<file path="config.mk">
export PLATFORM = sky130hd
export DESIGN_NAME = riscv_instruction_decoder_unit
export DESIGN_NICKNAME = d
export VERILOG_FILES = /design/src/rvid_pkg.sv /design/src/riscv_instruction_decoder_unit.sv
export SDC_FILE = /design/constraint.sdc
export NUM_CORES = 1
export LEC_CHECK = 0
export BUFFER_PORTS_ARGS = -buffer_cell sky130_fd_sc_hd__buf_2
export CAP_MARGIN = 20
export CORE_ASPECT_RATIO = 0.5
export CORE_UTILIZATION = 50
export DETAILED_ROUTE_END_ITERATION = 6
export GPL_ROUTABILITY_DRIVEN = 0
export GPL_TIMING_DRIVEN = 0
export PLACE_DENSITY = 0.77
export REMOVE_ABC_BUFFERS = 1
export SYNTH_ARGS = -nofsm -noshare
export SYNTH_HDL_FRONTEND = slang
export SYNTH_SLANG_ARGS = --single-unit
</file>
<file path="constraint.sdc">
create_clock -name clk -period 3.5 [get_ports clk]
set_input_delay 0.35 -clock clk [delete_from_list [all_inputs] [get_ports clk]]
set_output_delay 0.35 -clock clk [all_outputs]
set_load 0.01 [all_outputs]
</file>
<file path="src/rvid_pkg.sv">
package rvid_pkg;

  localparam int unsigned InstrWidth = 32;
  localparam int unsigned ImmWidth   = 32;

  // Major opcode, instruction bits 6..2
  typedef enum logic [4:0] {
    OP_LOAD   = 5'b00000,
    OP_ALUI   = 5'b00100,
    OP_AUIPC  = 5'b00101,
    OP_STORE  = 5'b01000,
    OP_ALUR   = 5'b01100,
    OP_LUI    = 5'b01101,
    OP_BRANCH = 5'b11000,
    OP_JALR   = 5'b11001,
    OP_JAL    = 5'b11011
  } opcode_t;

  typedef enum logic [2:0] {
    F3_ADD = 3'b000,
    F3_SLL = 3'b001,
    F3_SUB = 3'b010,
    F3_XOR = 3'b100,
    F3_SR  = 3'b101,
    F3_OR  = 3'b110,
    F3_AND = 3'b111
  } funct3_t;

  localparam logic [2:0] F3_BEQ = 3'b000;
  localparam logic [2:0] F3_BLT = 3'b100;
  localparam logic [2:0] F3_MUL = 3'b000;
  localparam logic [2:0] F3_DIV = 3'b100;
  localparam logic [2:0] F3_REM = 3'b110;

  typedef enum logic [2:0] {
    IMM_NONE = 3'd0,
    IMM_I    = 3'd1,
    IMM_S    = 3'd2,
    IMM_B    = 3'd3,
    IMM_J    = 3'd4,
    IMM_U    = 3'd5
  } imm_kind_t;

  typedef enum logic [1:0] {
    CLASS_R   = 2'd0,
    CLASS_I   = 2'd1,
    CLASS_ADD = 2'd2,
    CLASS_SUB = 2'd3
  } alu_class_t;

  typedef enum logic [1:0] {
    BR_NONE = 2'd0,
    BR_BEQ  = 2'd1,
    BR_BLT  = 2'd2
  } branch_kind_t;

  typedef enum logic [1:0] {
    JMP_NONE = 2'd0,
    JMP_JAL  = 2'd1,
    JMP_JALR = 2'd2
  } jump_kind_t;

  typedef enum logic [3:0] {
    ALU_ADD = 4'd0,
    ALU_SUB = 4'd1,
    ALU_MUL = 4'd2,
    ALU_DIV = 4'd3,
    ALU_REM = 4'd4,
    ALU_XOR = 4'd5,
    ALU_OR  = 4'd6,
    ALU_AND = 4'd7,
    ALU_SLL = 4'd8,
    ALU_SR  = 4'd9
  } alu_select_t;

  localparam logic [ImmWidth-1:0] ImmNone = {1'b1, {(ImmWidth-1){1'b0}}};

  typedef struct packed {
    logic                       operand_one_is_pc;
    logic                       operand_two_is_imm;
    imm_kind_t                  imm_kind;
    alu_class_t                 alu_class;
    logic                       reads_registers;
    logic                       writes_register;
    logic                       reads_memory;
    logic                       writes_memory;
    branch_kind_t               branch_kind;
    jump_kind_t                 jump_kind;
    alu_select_t                alu_select;
    logic signed [ImmWidth-1:0] immediate;
  } decode_t;

endpackage

</file>
<file path="src/riscv_instruction_decoder_unit.sv">
// RV32IM instruction decoder. Each request carries one 32-bit instruction
// word; each result is the full control word for it: operand selects,
// immediate kind and sign-extended immediate (0x80000000 when the format has
// none), ALU class and function (including mul, div and rem), register and
// memory enables, and branch and jump kinds. The block holds no architectural
// state. An accepted request is held in the input register, and its
// control word then in the result register. The path is one input register,
// one level of decode logic and one result register. Throughput is one
// instruction per cycle; both stages advance together whenever the result
// register is empty or being drained, so out_ready stalls ripple straight
// back to in_ready. Opcodes outside the supported set decode as a U-type
// forced add that reads and writes registers. A branch whose funct3 is not
// beq or blt decodes as no branch.
module riscv_instruction_decoder_unit (
  input  logic                                  clk,
  input  logic                                  rst,
  input  logic                                  in_valid,
  output logic                                  in_ready,
  input  logic [rvid_pkg::InstrWidth-1:0]       instruction,
  output logic                                  out_valid,
  input  logic                                  out_ready,
  output logic                                  operand_one_is_pc,
  output logic                                  operand_two_is_imm,
  output logic [2:0]                            imm_kind,
  output logic [1:0]                            alu_class,
  output logic                                  reads_registers,
  output logic                                  writes_register,
  output logic                                  reads_memory,
  output logic                                  writes_memory,
  output logic [1:0]                            branch_kind,
  output logic [1:0]                            jump_kind,
  output logic [3:0]                            alu_select,
  output logic signed [rvid_pkg::ImmWidth-1:0]  immediate
);
  import rvid_pkg::*;

  // Input stage
  logic                  in_stage_valid;
  logic [InstrWidth-1:0] in_stage_word;
  // Result stage
  logic                  res_valid;
  decode_t               res_word;

  logic    res_load;
  logic    in_advance;
  decode_t dec;

  // Result register takes a new word when empty or being drained this cycle.
  assign res_load   = !res_valid || out_ready;
  assign in_advance = in_stage_valid && res_load;
  // Accept a new request whenever the input stage is empty or moving on.
  assign in_ready   = !in_stage_valid || res_load;

  always_ff @(posedge clk) begin
    if (rst) begin
      in_stage_valid <= 1'b0;
      res_valid      <= 1'b0;
    end else begin
      if (in_ready) begin
        in_stage_valid <= in_valid;
      end
      if (res_load) begin
        res_valid <= in_stage_valid;
      end
    end
  end

  // Payload registers: no reset needed.
  always_ff @(posedge clk) begin
    if (in_ready && in_valid) begin
      in_stage_word <= instruction;
    end
    if (in_advance) begin
      res_word <= dec;
    end
  end

  // Decode
  logic [4:0] op;
  logic [2:0] f3;
  logic       b25;
  logic [InstrWidth-1:0] w;

  assign w   = in_stage_word;
  assign op  = w[6:2];
  assign f3  = w[14:12];
  assign b25 = w[25];

  alu_select_t ialu_sel;

  // I-alu function table; also the fallback for unlisted R-type codes.
  always_comb begin
    case (f3)
      F3_ADD:  ialu_sel = ALU_ADD;
      F3_XOR:  ialu_sel = ALU_XOR;
      F3_OR:   ialu_sel = ALU_OR;
      F3_AND:  ialu_sel = ALU_AND;
      F3_SLL:  ialu_sel = ALU_SLL;
      default: ialu_sel = ALU_SR;
    endcase
  end

  always_comb begin
    dec = '0;

    unique case (op) inside
      OP_ALUR: begin
        dec.imm_kind  = IMM_NONE;
        dec.alu_class = CLASS_R;
      end
      OP_ALUI: begin
        dec.imm_kind  = IMM_I;
        dec.alu_class = CLASS_I;
      end
      OP_LOAD, OP_JALR: begin
        dec.imm_kind  = IMM_I;
        dec.alu_class = CLASS_ADD;
      end
      OP_STORE: begin
        dec.imm_kind  = IMM_S;
        dec.alu_class = CLASS_ADD;
      end
      OP_BRANCH: begin
        dec.imm_kind  = IMM_B;
        dec.alu_class = CLASS_SUB;
      end
      OP_JAL: begin
        dec.imm_kind  = IMM_J;
        dec.alu_class = CLASS_ADD;
      end
      default: begin
        // lui, auipc and anything unknown
        dec.imm_kind  = IMM_U;
        dec.alu_class = CLASS_ADD;
      end
    endcase

    dec.branch_kind = BR_NONE;
    if (op == OP_BRANCH) begin
      if (f3 == F3_BEQ) begin
        dec.branch_kind = BR_BEQ;
      end else if (f3 == F3_BLT) begin
        dec.branch_kind = BR_BLT;
      end
    end

    if (op == OP_JAL) begin
      dec.jump_kind = JMP_JAL;
    end else if (op == OP_JALR) begin
      dec.jump_kind = JMP_JALR;
    end else begin
      dec.jump_kind = JMP_NONE;
    end

    dec.operand_one_is_pc  = (op == OP_AUIPC);
    dec.operand_two_is_imm = !(op == OP_ALUR || op == OP_BRANCH ||
                               op == OP_JAL  || op == OP_JALR);
    dec.reads_registers    = !(op == OP_JAL || op == OP_LUI || op == OP_AUIPC);
    dec.writes_register    = !(op == OP_STORE || op == OP_BRANCH);
    dec.reads_memory       = (op == OP_LOAD);
    dec.writes_memory      = (op == OP_STORE);

    // ALU function
    case (dec.alu_class)
      CLASS_ADD: dec.alu_select = ALU_ADD;
      CLASS_SUB: dec.alu_select = ALU_SUB;
      CLASS_R: begin
        dec.alu_select = ialu_sel;
        if (!b25) begin
          case (f3)
            F3_ADD:  dec.alu_select = ALU_ADD;
            F3_SUB:  dec.alu_select = ALU_SUB;
            F3_XOR:  dec.alu_select = ALU_XOR;
            F3_OR:   dec.alu_select = ALU_OR;
            F3_AND:  dec.alu_select = ALU_AND;
            F3_SLL:  dec.alu_select = ALU_SLL;
            F3_SR:   dec.alu_select = ALU_SR;
            default: dec.alu_select = ialu_sel;
          endcase
        end else begin
          if (f3 == F3_REM) begin
            dec.alu_select = ALU_REM;
          end else if (f3 == F3_MUL) begin
            dec.alu_select = ALU_MUL;
          end else if (f3 == F3_DIV) begin
            dec.alu_select = ALU_DIV;
          end
        end
      end
      default: dec.alu_select = ialu_sel;
    endcase

    // Immediate
    unique case (dec.imm_kind)
      IMM_I:   dec.immediate = {{20{w[31]}}, w[31:20]};
      IMM_S:   dec.immediate = {{20{w[31]}}, w[31:25], w[11:7]};
      IMM_B:   dec.immediate = {{19{w[31]}}, w[31], w[7], w[30:25], w[11:8], 1'b0};
      IMM_J:   dec.immediate = {{11{w[31]}}, w[31], w[19:12], w[20], w[30:21], 1'b0};
      IMM_U:   dec.immediate = {w[31:12], 12'b0};
      default: dec.immediate = ImmNone;
    endcase
  end

  // Drive outputs from the result register.
  assign out_valid          = res_valid;
  assign operand_one_is_pc  = res_word.operand_one_is_pc;
  assign operand_two_is_imm = res_word.operand_two_is_imm;
  assign imm_kind           = res_word.imm_kind;
  assign alu_class          = res_word.alu_class;
  assign reads_registers    = res_word.reads_registers;
  assign writes_register    = res_word.writes_register;
  assign reads_memory       = res_word.reads_memory;
  assign writes_memory      = res_word.writes_memory;
  assign branch_kind        = res_word.branch_kind;
  assign jump_kind          = res_word.jump_kind;
  assign alu_select         = res_word.alu_select;
  assign immediate          = res_word.immediate;

endmodule

</file>
# After elaboration in Yosys (flattened, before gate mapping)
# Cells that the tools add are included.
[word_totals]
mem_bits_rw = 0
rom_bits = 0
in_bits = 36
register_bits = 85
out_inout_bits = 53
memories = 0
latchBits = 0
word_cells = 70
[classes]
add_sub_neg = 0
muxes = 12
n_bitwise = 1
order_cmp = 0
mul = 0
n_reduce_logical = 20
n_shift = 0
div = 0
n_eq_ne = 21
[op_table]
columns = ["op", "count"]
rows = [
  ["32-bit one-hot mux with 5 select lines", 1],
  ["5-bit one-hot mux with 6 select lines", 1],
  ["4-bit one-hot mux with 7 select lines", 1],
  ["4-bit one-hot mux with 5 select lines", 1],
  ["3-bit == test (second input constant)", 6],
  ["4-bit 2-to-1 mux", 4],
  ["5-bit by 4-bit == test with 1-bit output (second input constant)", 3],
  ["5-bit == test (second input constant)", 3],
  ["4-bit one-hot mux with 3 select lines", 1],
  ["5-bit by 3-bit == test with 1-bit output (second input constant)", 2],
  ["3-bit by 2-bit == test with 1-bit output (second input constant)", 3],
  ["1-bit logical OR", 8],
  ["3-bit by 1-bit == test with 1-bit output (second input constant)", 2],
  ["1-bit logical NOT", 5],
  ["5-bit logical NOT", 1],
  ["2-bit == test (second input constant)", 2],
  ["2-bit 2-to-1 mux", 2],
  ["2-bit OR reduction", 2],
  ["3-bit logical NOT", 1],
  ["1-bit logical AND", 2],
  ["2-bit logical NOT", 1],
  ["1-bit 2-to-1 mux", 1],
  ["1-bit NOT", 1],
]

# Logic depth before layout (Yosys ltp)
# Gate-level depths: netlist of the first run.
[logic_depth]
ltp_word = 7
depth_mapped = 6
depth_no_buf = 5

# Worst setup path after synthesis of the first run
# OpenSTA, ideal clock, no wires.
[synth_path]
path_kind = "reg2reg"
start = "register res_valid, in the netlist out_valid"
end = "register res_word (netlist bit alu_class[0]), enable pin"
setup_ns = 0.466
arrival_time_ns = 2.779
path_buffers = 0
path_slack_ns = 0.255
t_required_ns = 3.034
stages_incl_launch_ff = 3
period_less_slack_ns = 3.245
path_cell_list = "dfxtp_1 nor2b_1 nor2b_1"
[synth_between]
elab_chain_len = 3
[synth_lines]
columns = ["element", "line", "rtl"]
rows = [
  ["from (decl)", "riscv_instruction_decoder_unit.sv:41", "logic res_valid;"],
  ["from (signal assigned)", "riscv_instruction_decoder_unit.sv:63", "res_valid <= in_stage_valid;"],
  ["1-bit logical NOT", "riscv_instruction_decoder_unit.sv:49", "assign res_load = !res_valid || out_ready;"],
  ["1-bit logical OR", "riscv_instruction_decoder_unit.sv:49", ""],
  ["1-bit logical AND", "riscv_instruction_decoder_unit.sv:50", "assign in_advance = in_stage_valid && res_load;"],
  ["via in_advance", "riscv_instruction_decoder_unit.sv:45", "logic in_advance;"],
  ["to (signal assigned)", "riscv_instruction_decoder_unit.sv:74", "res_word <= dec;"],
  ["to (decl)", "riscv_instruction_decoder_unit.sv:42", "decode_t res_word;"],
]
# The timed path passes the listed nets, and every way through them passes these cells.
# A chain may end at the register's enable or synchronous reset.

==> results of run 1 <==
==> state kept, by name, summed over array words and instances (netlist names), 2 cells and up <==
signal	flops
alu_select	4
alu_class	2
immediate	32
imm_kind	3
jump_kind	2
branch_kind	2
in_stage_word	30
==> report_power, final <==
| group | switching [mW] | leakage (nW) | internal, mW | total, mW |
|---|---|---|---|---|
| Clock | 0.374 | 0.118 | 0.483 | 0.857 |
| Combinational | 0.0907 | 0.705 | 0.0661 | 0.157 |
| Sequential | 0.0296 | 0.773 | 1.16 | 1.19 |
| Total | 0.494 | 1.60 | 1.70 | 2.20 |
==> area by class of cell <==
| class | count | area share |
|---|---|---|
| clock inverters | 5 | 0.00965 |
| flip-flops and latches | 83 | 0.615 |
| multi-input cells | 119 | 0.166 |
| clock buffers | 11 | 0.0579 |
| repair buffers | 88 | 0.119 |
| well taps | 88 | 0.0274 |
| inverters | 6 | 0.00560 |
==> metrics by stage <==
stage          worst slack [ns]   util
5_1_grt                    1.31  0.658
2_1_floorplan             0.255      -
4_1_cts                    1.46  0.658
6_report                   1.44  0.658
3_3_place_gp             -0.453  0.605
3_5_place_dp               1.48  0.614
==> layout by cell type (no fill, tap or decap), drive strengths merged, types with 4 or more instances in the layout <==
cell type	n
clkinvlp	4
nor3	7
nand2	47
nor2b	4
nand3	4
nor2	10
edfxtp	81
clkbuf	11
a22o	4
inv	7
nand2b	4
and2	7
buf	88
o21ai	7
==> path summary, 6_finish.rpt <==
kind | from | end | slack, ns | cells after the start
max | in_stage_word[5]$_DFFE_PP_ | immediate[24]$_DFFE_PP_ | 1.44 | 4
min | rst | in_stage_valid$_SDFFE_PP0N_ | 0.18 | 2
max reg2reg | in_stage_word[5]$_DFFE_PP_ | immediate[24]$_DFFE_PP_ | 1.44 | 4
min reg2reg | in_stage_word[15]$_DFFE_PP_ | immediate[15]$_DFFE_PP_ | 0.51 | 2
==> worst max-delay path, stage by stage (launching register included) <==
cell      delay [ns]
edfxtp_1        0.56
mux2_2          0.40
nor3_2          0.40
nand2_1         0.39
nand2_1         0.16
==> kinds of logic (layout without fill, tap and decap cells) <==
group,Yosys count,count (layout),share of synthesized area
multiplexers,3,3,0.00980
buffers and inverters,14,110,0.0192
AND/OR/NAND/NOR,96,96,0.149
AO/OA/AOI/OAI,20,20,0.0470
flip-flops,83,83,0.775
==> metal layers <==
layer  global-route usage  vias to the layer above  wire length [um]
li1                     -                      965                 -
met1                0.220                      911              2450
met2                0.288                       61              2880
met3               0.0639                       13               283
met4               0.0965                        0               122
met5                    0                        -                 0
==> cells in the mapped netlist (2+ instances only) <==
master,n,area share
edfxtp_1,81,0.76
nand2_1,47,0.055
nor2_1,10,0.012
and2_1,7,0.014
buf_2,7,0.011
inv_1,6,0.0071
a22o_1,4,0.011
nand2b_1,4,0.0078
nor2b_1,4,0.0078
nor3_1,4,0.0063
o21ai_1,4,0.0063
nand3_1,3,0.0047
nor3_2,3,0.0094
nor3b_1,3,0.0071
a21oi_1,2,0.0031
dfxtp_1,2,0.013
mux2i_1,2,0.0063
nand3b_1,2,0.0047
o21ai_0,2,0.0031
or2_1,2,0.0039
==> reports/summary.md, run 1 <==
### Status
- complete, no violations — result of the run

### Floorplan
- 89 — Boundary Pins
- 115 um — overall die width
- 6730 um2 — floorplan die area
- 58.5 um — Die Ht
- 0.523 — Starting Density
- 20 — FP Rows
- 6110 um2 — core box area

### Final layout
- 343 — Final nets
- 4020 um2 — final cell area excluding filler cells
- 0.359 — layout cell share with drive strength beyond 1
- 666 um2 — multi-input combinational cell area
- 2470 um2 — sequential cell area in the final layout
- 400 — final cell count without fillers
- 0 — count of inserted antenna diode cells
- 463 — number of filler instances in the final layout
- 26.0% — Area Overhead vs Synth

### Route
- 1950 — vias after detailed routing
- 14.3 um — mean routed wirelength per cell
- 4.88 — Via-to-Cell Ratio
- 4 — Initial DRT Pass Iterations
- 5730 um — final WL
- 0 — DRT antenna net count
- 0 — drt drc
- 122 — DRC marker count from the first detailed-route iteration

### STA
- 0 — count of endpoints failing setup in the final report
- 0.672 ns — measured slew at the worst slew-check pin
- 487 MHz — highest achievable clock rate
- 0 ns — TNS Setup
- 0.182 ns — worst slack on hold paths
- false — unrepaired setup endpoints after global routing
- 2.06 ns — post-layout minimum cycle time
- 0.551 — worst relative slew slack
- 0 — Pins Over Slew Limit
- 0.00798 ns — Clock Skew
- 0 — hold violation total from the final report
- 0.587 — final clock period utilization by the worst path

### Worst hold path
- input port to flip-flop — class of the most critical hold timing path

### Clocking
- 2 — buffers from clock root to sink, at most
- clkbuf_16 — cell at the root of the clock tree
- 0.34 ns — Skew-Pair Late Insertion Delay
- 0 — buffers inserted during post-CTS setup optimization
- 0 — Post-CTS Hold Buffers
- 0 — # resized after CTS
- 0.06 ns — CTS clock-pin slew for the worst setup and hold paths
- 3 — H-tree level count
- 9 — Num CTS Buffers
- built — CTS tree
- 83 — clk sinks

### Global route
- 0 — number of antenna violations at the first check in global routing
- 1824 — vias in the first global route
- 8650 um — first-pass GRT wire length
- 0 — residual overflow from global routing
- 30 — pin count of the biggest net entering global routing
- 0.180 — global-route total usage across every layer

### Synthesis
- 0 — async set-reset flop share out of synthesis
- 37 — post-synth cell types
- 0 — number of synthesis warnings
- 0.775 — sequential fraction of the synthesis area
- 14.8 um2 — synthesized area per cell
- 81 — number of synthesized flops with an enable pin
- 216 — number of instances in the synthesized netlist
- 3190 um2 — Netlist Area Pre-Place
- edfxtp_1 — primary flip-flop cell chosen by synthesis mapping
- 83 — flip-flop and latch count after synthesis

### Power
- 2.20 mW — final total power
- 1.60 nW — static leakage
- 0.293 mV — Max IR drop VDD
- 547 nW/um2 — total power density per cell area

### Place
- 86 — total of buffers placed on input and output ports
- 3750 um2 — placement-stage cell area
- 4020 um — final HPWL from detailed placement
- 384 — number of placed instances, taps included

### Critical path
- flip-flop to flip-flop — type of the setup path with the least slack
- flip-flop — type of destination of the critical path
- flip-flop — sort of element at the start of the critical path
- 2.25 ns — Data arrival, critical path
- 3.69 ns — required time of the critical path
- 12 — maximum net fanout on the critical path

### Run
- 0 — max capacitance violation total

Power figures use the tool's default switching activity.
==> run 2: changes to the inputs <==
==> constraint.sdc (replaced) <==
create_clock -name clk -period 2.1 [get_ports clk]
set_input_delay 0.21 -clock clk [delete_from_list [all_inputs] [get_ports clk]]
set_output_delay 0.21 -clock clk [all_outputs]
set_load 0.01 [all_outputs]
==> reports/summary.md, run 2 (synthesis results as in run 1) <==
### Critical path
- flip-flop to flip-flop — type of the setup path with the least slack
- flip-flop — type of destination of the critical path
- simple AND/OR/NAND/NOR gates — family of cells with the greatest summed delay on the critical path
- 0 — number of buffers and inverters on the critical path, unchanged
- 2.30 ns — required time of the critical path, -1.39 ns
- mux2_2 > nor3_2 > nand2_2 > nand2_1 — cells along the critical path
- flip-flop — sort of element at the start of the critical path
- edfxtp_1 — library cell contributing the largest single delay on the critical path
- 2.11 ns — Data arrival, critical path, -0.14 ns
- 0.55 ns — crit-path max cell delay, about the same
- 12 — maximum net fanout on the critical path, unchanged

### Route
- 14.3 um — mean routed wirelength per cell, -0.17%
- 6 — Initial DRT Pass Iterations, +2
- 0 — DRT antenna net count, unchanged
- 4.91 — Via-to-Cell Ratio, +0.72%
- 118 — DRC marker count from the first detailed-route iteration, -3.3%
- 1964 — vias after detailed routing, +0.72%
- 5720 um — final WL, -0.17%
- 0 — drt drc, unchanged

### Worst hold path
- input port to flip-flop — class of the most critical hold timing path

### Floorplan
- 20 — FP Rows, unchanged
- 89 — Boundary Pins, unchanged
- 0.523 — Starting Density, unchanged
- 6730 um2 — floorplan die area, unchanged
- 6110 um2 — core box area, unchanged
- 115 um — overall die width, unchanged
- 58.5 um — Die Ht, unchanged

### STA
- 0.0421 ns — worst slack on hold paths, -0.140 ns
- 0.550 — worst relative slew slack, -0.00162
- 0 — count of endpoints failing setup in the final report, unchanged
- 0 — hold violation total from the final report, unchanged
- 0.00795 ns — Clock Skew, -0.0000277 ns
- 0.674 ns — measured slew at the worst slew-check pin, +0.00242 ns
- 1.91 ns — post-layout minimum cycle time, -0.144 ns
- 0.910 — final clock period utilization by the worst path, +0.323
- false — unrepaired setup endpoints after global routing
- 523 MHz — highest achievable clock rate, +7.6%
- 0 — Pins Over Slew Limit, unchanged

### Power
- 0.389 — relative contribution of the clock network to total power, about the same
- 911 nW/um2 — total power density per cell area, +66%
- 0.821 mW — net switching power figure, +66%
- 0.071 — combinational cell fraction of total power, about the same
- 1.60 nW — static leakage, about the same
- 2.84 mW — Int Pwr, +67%
- 0.224 — proportion of total power due to net switching, -0.000637
- 0.540 — fraction of power consumed by sequential logic, about the same
- 0.485 mV — Max IR drop VDD, +66%

### Final layout
- 400 — final cell count without fillers, unchanged
- 343 — Final nets, unchanged
- 0 — count of inserted antenna diode cells, unchanged
- 32 — number of flip-flops under the largest register name, unchanged
- 462 — number of filler instances in the final layout, -0.22%
- buf_2 (86), edfxtp_1 (81), nand2_1 (46) — highest-count cells in the layout ignoring fill and taps
- 0.362 — layout cell share with drive strength beyond 1, +0.00321
- buf_2 — most frequent standard cell in the layout excluding fill and tap cells
- 26.0% — Area Overhead vs Synth, about the same

### Clocking
- 2 — buffers from clock root to sink, at most, unchanged
- 3 — H-tree level count, unchanged
- built — CTS tree
- clkbuf_16 — cell at the root of the clock tree
- 0.06 ns — CTS clock-pin slew for the worst setup and hold paths, about the same
- 0 — Post-CTS Hold Buffers, unchanged
- 83 — clk sinks, unchanged
- 9 — Num CTS Buffers, unchanged
- 0.34 ns — Skew-Pair Late Insertion Delay, about the same

### Place
- 384 — number of placed instances, taps included, unchanged
- 86 — total of buffers placed on input and output ports, unchanged
- 4020 um — final HPWL from detailed placement, unchanged

### Run
- 0 — max capacitance violation total, unchanged

### Global route
- 0 — number of antenna violations at the first check in global routing, unchanged
- 8650 um — first-pass GRT wire length, unchanged
- 0 — residual overflow from global routing, unchanged
- 30 — pin count of the biggest net entering global routing, unchanged
- 0.180 — global-route total usage across every layer, unchanged
- 1824 — vias in the first global route, unchanged

### Status
- complete, no violations — result of the run

==> run 2: routing by layer <==
layer,part of all wire,GRT usage
met1,0.43,0.220
met2,0.50,0.288
met3,0.050,0.0639
met4,0.024,0.0965
met5,0,0
==> run 2: final timing paths <==
kind                               start                          end  slack (ns)  cells after the start
max           in_stage_word[5]$_DFFE_PP_      immediate[24]$_DFFE_PP_        0.19                      4
min                                  rst  in_stage_valid$_SDFFE_PP0N_        0.04                      2
max reg2reg   in_stage_word[5]$_DFFE_PP_      immediate[24]$_DFFE_PP_        0.19                      4
min reg2reg  in_stage_word[15]$_DFFE_PP_      immediate[15]$_DFFE_PP_        0.52                      2
==> run 2: what timing repair did <==
item                                    4_1_cts  5_1_grt
endpoints found under the setup margin        0       11
setup buffers                                 0        0
resized for setup                             0        1
==> run 2: final cells by class <==
cell class,instances,area [um2],share of cell area
repair buffers,88,478,0.119
clock inverters,5,38.8,0.00964
multi-input cells,119,668,0.166
clock buffers,11,233,0.0579
flip-flops and latches,83,2470,0.615
well taps,88,110,0.0274
inverters,6,22.5,0.00560
==> run 2: worst reg2reg max path: stages, from the launching register on <==
cell and delay, ns:
edfxtp_1 0.55, mux2_2 0.40, nor3_2 0.41, nand2_2 0.27, nand2_1 0.13
==> run 2: per-stage QoR <==
stage	total power, mW	setup TNS, ns	worst slack (ns)	utilization	cell area [um2]
floorplan	2.14	-58.41	-1.15	-	3150
global placement	2.25	-91.63	-1.80	0.605	3690
detailed placement	2.27	0	0.0821	0.614	3750
CTS	3.69	0	0.0567	0.658	4020
global route	3.79	0	0.0441	0.659	4020
finish	3.66	0	0.189	0.659	4020
==> run 2: power groups by stage <==
stage | combinational [mW] | sequential (mW) | clock, mW
final | 0.261 | 1.98 | 1.43
after global routing | 0.289 | 1.99 | 1.52
after CTS | 0.264 | 1.98 | 1.45
after detailed placement | 0.264 | 2.01 | 0
after global placement | 0.240 | 2.01 | 0
after floorplan | 0.112 | 2.03 | 0
==> run 3: changes to the inputs <==
--- a/config.mk
+++ b/config.mk
@@ -8,12 +8,13 @@
 export BUFFER_PORTS_ARGS = -buffer_cell sky130_fd_sc_hd__buf_2
 export CAP_MARGIN = 20
 export CORE_ASPECT_RATIO = 0.5
-export CORE_UTILIZATION = 50
+export CORE_UTILIZATION = 51
 export DETAILED_ROUTE_END_ITERATION = 6
 export GPL_ROUTABILITY_DRIVEN = 0
 export GPL_TIMING_DRIVEN = 0
-export PLACE_DENSITY = 0.77
+export PLACE_DENSITY = 0.78
 export REMOVE_ABC_BUFFERS = 1
+export SLEW_MARGIN = 10
 export SYNTH_ARGS = -nofsm -noshare
 export SYNTH_HDL_FRONTEND = slang
 export SYNTH_SLANG_ARGS = --single-unit
==> reports/summary.md, run 3 (synthesis results as in run 1) <==
### Status
- complete, no violations — result of the run

### Route
- 15.0 um — mean routed wirelength per cell, +5.2%
- 4 — Initial DRT Pass Iterations, -2
- 5.13 — Via-to-Cell Ratio, +4.4%
- 2030 — vias after detailed routing, +3.4%
- 5960 um — final WL, +4.2%
- 0 — DRT antenna net count, unchanged
- 0 — drt drc, unchanged
- 151 — DRC marker count from the first detailed-route iteration, +28%

### Final layout
- 25.0% — Area Overhead vs Synth
- 343 — Final nets, unchanged
- 32 — number of flip-flops under the largest register name, unchanged
- 3990 um2 — final cell area excluding filler cells, -0.84%
- buf_2 — most frequent standard cell in the layout excluding fill and tap cells
- 0.349 — layout cell share with drive strength beyond 1, -0.0128
- 0 — count of inserted antenna diode cells, unchanged
- buf_2 (86), edfxtp_1 (81), nand2_1 (46) — highest-count cells in the layout ignoring fill and taps

### Place
- 3730 um2 — placement-stage cell area, -0.47%
- 3940 um — final HPWL from detailed placement, -2.1%
- 86 — total of buffers placed on input and output ports, unchanged

### STA
- 0.929 — final clock period utilization by the worst path, +0.0195
- false — unrepaired setup endpoints after global routing
- 0 — hold violation total from the final report, unchanged
- 0 — Pins Over Slew Limit, unchanged
- 0.0477 ns — worst slack on hold paths, +0.00563 ns
- 1.95 ns — post-layout minimum cycle time, +0.0409 ns
- 512 MHz — highest achievable clock rate, -2.1%
- 0.618 ns — measured slew at the worst slew-check pin, -0.0561 ns
- 0.587 — worst relative slew slack, +0.0375
- 0.00964 ns — Clock Skew, +0.00169 ns
- 0 — count of endpoints failing setup in the final report, unchanged

### Clocking
- built — CTS tree
- 0.06 ns — CTS clock-pin slew for the worst setup and hold paths, about the same
- 0 — Post-CTS Hold Buffers, unchanged
- 3 — H-tree level count, unchanged
- 2 — buffers from clock root to sink, at most, unchanged
- clkbuf_16 — cell at the root of the clock tree
- 83 — clk sinks, unchanged
- 0.33 ns — Skew-Pair Late Insertion Delay, about the same
- 9 — Num CTS Buffers, unchanged

### Power
- 1.59 nW — static leakage, -0.34%
- 0.609 mV — Max IR drop VDD, +26%
- 905 nW/um2 — total power density per cell area, -0.64%

### Floorplan
- 57.9 um — Die Ht, -0.95%
- 19 — FP Rows, -5.0%
- 89 — Boundary Pins, unchanged
- 5750 um2 — core box area, -5.8%
- 0.555 — Starting Density, +0.0321
- 6600 um2 — floorplan die area, -1.9%
- 114 um — overall die width, -0.97%

### Global route
- 1882 — vias in the first global route, +3.2%
- 34 — pin count of the biggest net entering global routing, +13%
- 0.196 — global-route total usage across every layer, +0.0155
- 9200 um — first-pass GRT wire length, +6.5%
- 0 — number of antenna violations at the first check in global routing, unchanged
- 0 — residual overflow from global routing, unchanged

### Critical path
- flip-flop to flip-flop — type of the setup path with the least slack
- 12 — maximum net fanout on the critical path, unchanged
- 0 — number of buffers and inverters on the critical path, unchanged
- 2.29 ns — required time of the critical path, about the same
- flip-flop — sort of element at the start of the critical path
- flip-flop — type of destination of the critical path
- mux2_2 > nor3_2 > nand2_2 > nand2_1 — cells along the critical path
- 2.14 ns — Data arrival, critical path, +0.03 ns
- simple AND/OR/NAND/NOR gates — family of cells with the greatest summed delay on the critical path
- edfxtp_1 — library cell contributing the largest single delay on the critical path
- 0.58 ns — crit-path max cell delay, +0.03 ns

### Worst hold path
- input port to flip-flop — class of the most critical hold timing path

### Run
- 0 — max capacitance violation total, unchanged

==> run 3: cell types whose count changed in the layout (fill, tap and decap cells not counted), sizes merged <==
| cell | delta |
|---|---|
| clkbuf | +4 |
| clkinvlp | -3 |
| inv | -1 |
==> run 3: path summary, 6_finish.rpt <==
path | startpoint | to | slack [ns] | depth (start not counted)
max | in_stage_word[5]$_DFFE_PP_ | immediate[25]$_DFFE_PP_ | 0.15 | 4
min | rst | in_stage_valid$_SDFFE_PP0N_ | 0.05 | 2
max reg2reg | in_stage_word[5]$_DFFE_PP_ | immediate[25]$_DFFE_PP_ | 0.15 | 4
min reg2reg | in_stage_word[16]$_DFFE_PP_ | immediate[16]$_DFFE_PP_ | 0.53 | 2
==> run 3: worst reg2reg max path, delay by kind of cell (launching register included) <==
family	cells	cell delay [ns]
muxes	1	0.40
DFF	1	0.58
and+or+nand+nor	3	0.82
==> run 3: repair_timing <==
action	4_1_cts	5_1_grt
setup endpoints to repair	0	11
setup buffers	0	0
resized for setup	0	1
==> run 3: area by class of cell <==
type                    count  area (um2)
fillers                   423        1760
multi-input cells         119         668
inverters                   6        22.5
clock buffers              15         248
flip-flops and latches     83        2470
clock inverters             1        7.51
repair buffers             88         465
well taps                  84         105
==> run 3: routing by layer <==
metal,vias to the layer above,global-route usage,share of wire
li1,967,-,-
met1,974,0.245,0.43
met2,79,0.314,0.49
met3,10,0.0659,0.058
met4,0,0.0965,0.018
met5,-,0,0
==> run 3: report_power, final <==
group | leakage (nW) | total (mW) | switching [mW] | internal [mW]
clock network | 0.118 | 1.37 | 0.566 | 0.803
registers | 0.773 | 1.98 | 0.0504 | 1.93
logic | 0.700 | 0.262 | 0.154 | 0.108
==> run 3: metrics by stage <==
stage	power (mW)	setup WS (ns)	TNS, ns	instances	utilization
2_1_floorplan	2.14	-1.15	-58.41	208	-
3_3_place_gp	2.25	-1.87	-95.19	378	0.641
3_5_place_dp	2.27	0.0447	0	380	0.649
4_1_cts	3.65	0.0123	0	396	0.693
5_1_grt	3.74	0.0222	0	396	0.693
6_report	3.61	0.148	0	396	0.693
